<file path="config.mk">
export PLATFORM = sky130hd
export DESIGN_NAME = fvc_cordic
export DESIGN_NICKNAME = d
export VERILOG_FILES = /design/src/design/fvc_pkg.sv /design/src/design/fvc_cordic.sv
export SDC_FILE = /design/constraint.sdc
export NUM_CORES = 2
export LEC_CHECK = 0
export CORE_MARGIN = 3
export CORE_UTILIZATION = 24
export DETAILED_ROUTE_END_ITERATION = 8
export DONT_BUFFER_PORTS = 1
export SYNTH_ARGS = -nofsm -noshare
export SYNTH_HDL_FRONTEND = slang
export SYNTH_SLANG_ARGS = --single-unit
</file>
<file path="constraint.sdc">
create_clock -name clock -period 6.9 [get_ports clock]
set_input_delay 1.035 -clock clock [delete_from_list [all_inputs] [get_ports clock]]
set_output_delay 1.035 -clock clock [all_outputs]
set_load 0.01 [all_outputs]
</file>
<file path="src/design/fvc_pkg.sv">
`timescale 1ns / 1ps
package fvc_pkg;

   localparam int FRAC_BITS     = 12;
   localparam int WHEEL_ENTRIES = 55;
   localparam int CORDIC_STEPS  = 16;
   localparam int PRE_SHIFT     = 14;
   localparam int TURN_BITS     = 24;
   localparam int INV_GAIN      = 39797;
   localparam int RAD_SHIFT     = 16 + FRAC_BITS - 2;

   localparam logic [24:0] QUARTER_TURN = 25'd1 << (TURN_BITS - 2);
   localparam logic [24:0] HALF_TURN    = 25'd1 << (TURN_BITS - 1);
   localparam logic [24:0] FULL_TURN    = 25'd1 << TURN_BITS;
   localparam logic [31:0] WHITE_LEVEL  = 32'd255 << TURN_BITS;
   localparam logic [31:0] UNIT_RADIUS  = 32'd65536;

   localparam logic [24:0] ATAN_UNITS [CORDIC_STEPS] = '{
      25'd2097152, 25'd1238021, 25'd654136, 25'd332050, 25'd166669, 25'd83416,
      25'd41718, 25'd20860, 25'd10430, 25'd5215, 25'd2608, 25'd1304, 25'd652,
      25'd326, 25'd163, 25'd81
   };

   // sign and zero flags of the input vector, carried down the pipeline
   typedef struct packed {
      logic x_neg;
      logic y_neg;
      logic x_zero;
      logic y_zero;
   } fvc_flags_type;

   // hue wheel entry as {red, green, blue}
   function automatic logic [23:0] wheel_rgb(input logic [5:0] k);
      logic [23:0] rgb;
      case (k)
         6'd0:  rgb = {8'd255, 8'd0,   8'd0};
         6'd1:  rgb = {8'd255, 8'd17,  8'd0};
         6'd2:  rgb = {8'd255, 8'd34,  8'd0};
         6'd3:  rgb = {8'd255, 8'd51,  8'd0};
         6'd4:  rgb = {8'd255, 8'd68,  8'd0};
         6'd5:  rgb = {8'd255, 8'd85,  8'd0};
         6'd6:  rgb = {8'd255, 8'd102, 8'd0};
         6'd7:  rgb = {8'd255, 8'd119, 8'd0};
         6'd8:  rgb = {8'd255, 8'd136, 8'd0};
         6'd9:  rgb = {8'd255, 8'd153, 8'd0};
         6'd10: rgb = {8'd255, 8'd170, 8'd0};
         6'd11: rgb = {8'd255, 8'd187, 8'd0};
         6'd12: rgb = {8'd255, 8'd204, 8'd0};
         6'd13: rgb = {8'd255, 8'd221, 8'd0};
         6'd14: rgb = {8'd255, 8'd238, 8'd0};
         6'd15: rgb = {8'd255, 8'd255, 8'd0};
         6'd16: rgb = {8'd213, 8'd255, 8'd0};
         6'd17: rgb = {8'd170, 8'd255, 8'd0};
         6'd18: rgb = {8'd128, 8'd255, 8'd0};
         6'd19: rgb = {8'd85,  8'd255, 8'd0};
         6'd20: rgb = {8'd43,  8'd255, 8'd0};
         6'd21: rgb = {8'd0,   8'd255, 8'd0};
         6'd22: rgb = {8'd0,   8'd255, 8'd63};
         6'd23: rgb = {8'd0,   8'd255, 8'd127};
         6'd24: rgb = {8'd0,   8'd255, 8'd191};
         6'd25: rgb = {8'd0,   8'd255, 8'd255};
         6'd26: rgb = {8'd0,   8'd232, 8'd255};
         6'd27: rgb = {8'd0,   8'd209, 8'd255};
         6'd28: rgb = {8'd0,   8'd186, 8'd255};
         6'd29: rgb = {8'd0,   8'd163, 8'd255};
         6'd30: rgb = {8'd0,   8'd140, 8'd255};
         6'd31: rgb = {8'd0,   8'd116, 8'd255};
         6'd32: rgb = {8'd0,   8'd93,  8'd255};
         6'd33: rgb = {8'd0,   8'd70,  8'd255};
         6'd34: rgb = {8'd0,   8'd47,  8'd255};
         6'd35: rgb = {8'd0,   8'd24,  8'd255};
         6'd36: rgb = {8'd0,   8'd0,   8'd255};
         6'd37: rgb = {8'd19,  8'd0,   8'd255};
         6'd38: rgb = {8'd39,  8'd0,   8'd255};
         6'd39: rgb = {8'd58,  8'd0,   8'd255};
         6'd40: rgb = {8'd78,  8'd0,   8'd255};
         6'd41: rgb = {8'd98,  8'd0,   8'd255};
         6'd42: rgb = {8'd117, 8'd0,   8'd255};
         6'd43: rgb = {8'd137, 8'd0,   8'd255};
         6'd44: rgb = {8'd156, 8'd0,   8'd255};
         6'd45: rgb = {8'd176, 8'd0,   8'd255};
         6'd46: rgb = {8'd196, 8'd0,   8'd255};
         6'd47: rgb = {8'd215, 8'd0,   8'd255};
         6'd48: rgb = {8'd235, 8'd0,   8'd255};
         6'd49: rgb = {8'd255, 8'd0,   8'd255};
         6'd50: rgb = {8'd255, 8'd0,   8'd213};
         6'd51: rgb = {8'd255, 8'd0,   8'd170};
         6'd52: rgb = {8'd255, 8'd0,   8'd128};
         6'd53: rgb = {8'd255, 8'd0,   8'd85};
         default: rgb = {8'd255, 8'd0, 8'd43};
      endcase
      return rgb;
   endfunction

endpackage

</file>
<file path="src/design/fvc_cordic.sv">
`timescale 1ns / 1ps
module fvc_cordic import fvc_pkg::*; (
   input  logic                clock,
   input  logic                reset,
   input  logic                enable,
   input  logic                in_valid,
   input  logic signed [31:0]  in_cx,
   input  logic signed [31:0]  in_cy,
   input  fvc_flags_type       in_flags,
   output logic                out_valid,
   output logic signed [31:0]  out_cx,
   output logic signed [24:0]  out_z,
   output fvc_flags_type       out_flags
);

   logic                vld_ff   [CORDIC_STEPS];
   logic signed [31:0]  cx_ff    [CORDIC_STEPS];
   logic signed [31:0]  cy_ff    [CORDIC_STEPS];
   logic signed [24:0]  z_ff     [CORDIC_STEPS];
   fvc_flags_type       flags_ff [CORDIC_STEPS];

   // one vectoring iteration per register stage
   for (genvar i = 0; i < CORDIC_STEPS; i++) begin : g_step
      logic                src_vld;
      logic signed [31:0]  src_cx;
      logic signed [31:0]  src_cy;
      logic signed [24:0]  src_z;
      fvc_flags_type       src_flags;
      logic signed [31:0]  cx_in;
      logic signed [31:0]  cy_in;
      logic signed [24:0]  z_in;

      if (i == 0) begin : g_first
         assign src_vld   = in_valid;
         assign src_cx    = in_cx;
         assign src_cy    = in_cy;
         assign src_z     = '0;
         assign src_flags = in_flags;
      end else begin : g_next
         assign src_vld   = vld_ff[i-1];
         assign src_cx    = cx_ff[i-1];
         assign src_cy    = cy_ff[i-1];
         assign src_z     = z_ff[i-1];
         assign src_flags = flags_ff[i-1];
      end

      // rotate toward the x axis, shifts floor toward minus infinity
      always_comb begin
         if (src_cy > 0) begin
            cx_in = src_cx + (src_cy >>> i);
            cy_in = src_cy - (src_cx >>> i);
            z_in  = src_z + $signed(ATAN_UNITS[i]);
         end else begin
            cx_in = src_cx - (src_cy >>> i);
            cy_in = src_cy + (src_cx >>> i);
            z_in  = src_z - $signed(ATAN_UNITS[i]);
         end
      end

      always_ff @(posedge clock) begin
         if (reset) begin
            vld_ff[i] <= 1'b0;
         end else if (enable) begin
            vld_ff[i] <= src_vld;
         end
      end

      always_ff @(posedge clock) begin
         if (enable) begin
            cx_ff[i]    <= cx_in;
            cy_ff[i]    <= cy_in;
            z_ff[i]     <= z_in;
            flags_ff[i] <= src_flags;
         end
      end
   end

   assign out_valid = vld_ff[CORDIC_STEPS-1];
   assign out_cx    = cx_ff[CORDIC_STEPS-1];
   assign out_z     = z_ff[CORDIC_STEPS-1];
   assign out_flags = flags_ff[CORDIC_STEPS-1];

endmodule

</file>
# Yosys cells after proc, flatten, opt, wreduce, memory -nomap -nowiden
# Memories as Yosys holds them, arrays and structs flattened.
# Index checks and enable logic that the tools add are counted.
# totals
regBits	0
latchBits	0
ram_bits	1504
mem_bits_ro	0
out_inout_bits	62
mem_count	5
# memory_table
name	words	width	read_ports	rd_clocked_by_memory_dff	wr	line_no	text
cx_ff	16	32	16	0	16	fvc_cordic.sv:17	logic signed [31:0] cx_ff [CORDIC_STEPS];
cy_ff	16	32	15	0	16	fvc_cordic.sv:18	logic signed [31:0] cy_ff [CORDIC_STEPS];
z_ff	16	25	16	0	16	fvc_cordic.sv:19	logic signed [24:0] z_ff [CORDIC_STEPS];
flags_ff	16	4	16	0	16	fvc_cordic.sv:20	fvc_flags_type flags_ff [CORDIC_STEPS];
vld_ff	16	1	16	0	16	fvc_cordic.sv:16	logic vld_ff [CORDIC_STEPS];
# op_classes
n_addsub	93
multipliers	0
div	0
n_lt_le_gt_ge	16
n_eq_ne	0
shifts	0
n_mux	70
bitwise	16
n_reduce_logical	0
# op_table
operator	count
$mux 32	32
$gt 32x1->1 const B	16
$mux 25	16
$add 32x17->32	2
$add 32x18->32	2
$add 32x19->32	2
$add 32x20->32	2
$add 32x21->32	2
$add 32x22->32	2
$add 32x23->32	2
$add 32x24->32	2
$add 32x25->32	2
$add 32x26->32	2
$add 32x27->32	2
$add 32x28->32	2
$add 32x29->32	2
$add 32x30->32	2
$add 32x31->32	2
$sub 32x17->32	2
$sub 32x18->32	2
$sub 32x19->32	2
$sub 32x20->32	2
$sub 32x21->32	2
$sub 32x22->32	2
other kinds (43)	89

# Logic depth before layout (Yosys ltp)
# depth
word_depth	4
ltp_mapped	28

# Worst setup path before layout
# Ideal clock, no wire load.
# synth_timing
path_kind	register to register
startpoint	memory cy_ff[12][15], in the netlist cy_ff[1][143]
endpoint	memory cy_ff[13][30], in the netlist cy_ff[1][190] (data pin)
setup_time_ns	0.259
t_arrival_ns	5.854
required_time_ns	6.641
setup_slack_ns	0.787
stages_incl_launch_ff	27
path_cell_list	edfxtp_1 nor3_1 nand2_1 nor3_1 and2_1 nand2_1 nor2_1 nand4_1 nor2b_1 clkbuf_1 inv_1 buf_1 nor2_1 xor2_1 ha_1 nor2b_1 o21a_1 o21ai_0 a21oi_1 o311ai_0 o21ai_0 a211oi_1 o21ai_0 and2_1 a41o_1 o21ai_0 xnor2_1
# synth_lines
element	line_no
from (decl)	fvc_cordic.sv:18

==> reports/metrics.yaml <==
status:
  outcome: "finished clean"
layout:
  fillerInstances: 51100
  seq_area_um2: 42400
  drive_gt1_frac: 0.0455
  diodes: 0
  nNetsFinal: 13700
  final_cell_mix: "edfxtp_1, ha_1, xnor2_1"
  multi_input_area_um2: 71300
  final_common_cell: "edfxtp_1"
  syn2layout_area_growth_pct: 12.0
global_route:
  grt_max_degree: 143
  track_usage: 0.109
  grt.overflow.total: 0
  first_global_vias: 85100
  grt_first_pass_wirelength_um: 445000
  antenna_found_initial: 3
logic_synthesis:
  synthArstFlopShare: 0
  synth_seq_area_share: 0.363
  netlist_area_um2: 117000
  synth_cells: 12100
  synth_edf_count: 1412
  synth.net_count: 13500
  synth_top_flop_cell: "edfxtp_1"
  ys_types: 90
  synth-seq-cells: 1412
  yosys_warnings: 0
  syn_area_per_cell_um2: 9.64
setup_path:
  cp_cell_sequence: "nor4_1, nand3_1, nor2_1, nand2_1, nor2_1, a31oi_4, buf_4, o21ai_0, fa_1, nor2b_1, o31ai_1, a21oi_1, a21oi_1, nor3_1, o31a_1, o21ai_0, o2bb2ai_1, o211ai_1, o211a_1, a311oi_1, xnor2_1"
  r2r-start: "cy_ff[0][168]"
  crit_slowest_cell: "nor4_1"
  end_kind: "register"
  reg2regPathDepth: 21
  cp-startpoint: "cy_ff[0][168]"
  regToRegSetupSlack_ns: 0.39
  critical_path_arrival_ns: 7.07
  cp_max_fo: 29
  critPathKind: "reg -> reg"
  cp-start-kind: "register"
  worstPathRequired_ns: 7.46
  cpPeakStageDelay_ns: 0.61
  timing.rr.end: "cx_ff[0][222]"
clock_tree:
  cts_max_level: 4
  cts_made_buffers: 167
  cts.sinks: 1412
  clk_latency_ns: 0.87
  clk_pin_slew_ns: 0.06
  cts-root-buf: "clkbuf_16"
  clockBufferDepth: 4
  postCtsHoldBufs: 0
  cts_tree: "yes"
timing:
  clock.fmax_mhz: 154
  setup_tns_ns: 0
  period_share: 0.944
  min_period_ns: 6.51
  skew_ns: 0.0720
  setup_violations: 0
  maxSlewViolCount: 0
  rsz0062_at_grt: "false"
  hold_violations: 0
  relSlewSlack: 0.312
  worstMarginPinSlew_ns: 1.02
detailed_routing:
  firstDrtPassIters: 6
  vias: 86400
  drc_errors: 0
  wire_per_inst_um: 14.8
  viasPerCell: 4.60
  totalWireLength_um: 278000
  ant_nets: 0
  drt-initial-drc-count: 4074
die:
  die_area_um2: 495000
  die_h_um: 703
  die_w_um: 703
  std_cell_rows: 255
  core_area_um2: 483000
  start_util: 0.241
  io_pins: 134
hold_path:
  min_path_cells: 0
  hold_start: "in_flags[1]"
  holdPathEnd: "flags_ff[0][1]"
  min_path_type: "in -> reg"
placed_design:
  gp_routability_congestion: 0.954
  dp_hpwl_um: 223000
  numPortBuffers: 0
run:
  maxCapViolCount: 0
[stage by stage]
stage	instances	hold slack (ns)	utilization	setup slack (ns)	area, µm²
floorplan	12100	0.400	-	0.787	117000
global placement	18500	0.401	0.259	0.241	125000
detailed placement	18500	0.405	0.259	0.261	125000
CTS	18800	0.216	0.270	0.171	131000
global route	18800	0.248	0.270	0.00218	131000
finish	18800	0.319	0.270	0.390	131000
[registers in the layout (all words and copies together) (netlist names)]
register and flops:
z_ff 341, cy_ff 480, cx_ff 511, flags_ff 64, vld_ff 16
[Yosys cell counts, types with 101 or more instances]
library cell / instances / area share
edfxtp_1: 1412 / 0.36
ha_1: 1317 / 0.14
xnor2_1: 1189 / 0.089
a21oi_1: 1128 / 0.048
nor2_1: 935 / 0.030
o21ai_0: 771 / 0.033
nand2_1: 691 / 0.022
inv_1: 579 / 0.019
xor2_1: 570 / 0.043
a21o_1: 538 / 0.035
nor3_1: 234 / 0.010
nand2b_1: 226 / 0.012
nand3_1: 203 / 0.0087
nor2b_1: 202 / 0.011
o21a_1: 187 / 0.012
o31ai_1: 169 / 0.011
o21bai_1: 158 / 0.010
clkbuf_1: 146 / 0.0047
and3_1: 107 / 0.0057
a31oi_1: 101 / 0.0054
[worst max-delay path, delay by kind of cell (launching register included)]
| family | cells | cell delay [ns] |
|---|---|---|
| AO/OA/AOI/OAI | 11 | 3.05 |
| adder cells (fa/ha/maj) | 1 | 0.29 |
| XOR/XNOR | 1 | 0.10 |
| flip-flops | 1 | 0.50 |
| buffers and inverters | 1 | 0.30 |
| AND/OR/NAND/NOR | 7 | 1.94 |
[per-layer routing]
metal | part of all wire | GRT usage
met1 | 0.41 | 0.121
met4 | 0.054 | 0.0540
met2 | 0.51 | 0.203
met5 | 0.000047 | 0
met3 | 0.028 | 0.0119
[timing repair]
| action | 4_1_cts | 5_1_grt |
|---|---|---|
| gates resized for setup | 0 | 11 |
| setup endpoints to repair | 0 | 26 |
| setup buffers | 0 | 3 |
[worst max path at each step]
stage	end	slack (ns)
5_1_grt	cx_ff[1][189]	0.002
3_5_place_dp	cx_ff[0][124]	0.26
3_3_place_gp	cx_ff[0][124]	0.24
6_report	cx_ff[0][222]	0.39
4_1_cts	cx_ff[0][124]	0.17
2_1_floorplan	cy_ff[1][190]	0.79
[layout make-up]
cell class              count  area share
clock inverters            82     0.00695
repair buffers            172      0.0109
inverters                 590      0.0170
flip-flops and latches   1412       0.324
well taps                6425      0.0615
multi-input cells        9892       0.546
clock buffers             208      0.0336
[cell families after synthesis]
family                     synth area share
xor gates and xnor gates              0.132
buffers and inverters                0.0270
and+or+nand+nor                       0.132
muxes                               0.00288
other                             0.0000321
DFF                                   0.363
adders and majority gates             0.149
AOI/OAI and AO/OA                     0.194
Power is not shown: default switching activity piles up to over one toggle a cycle in this logic, so the estimate is an artifact.
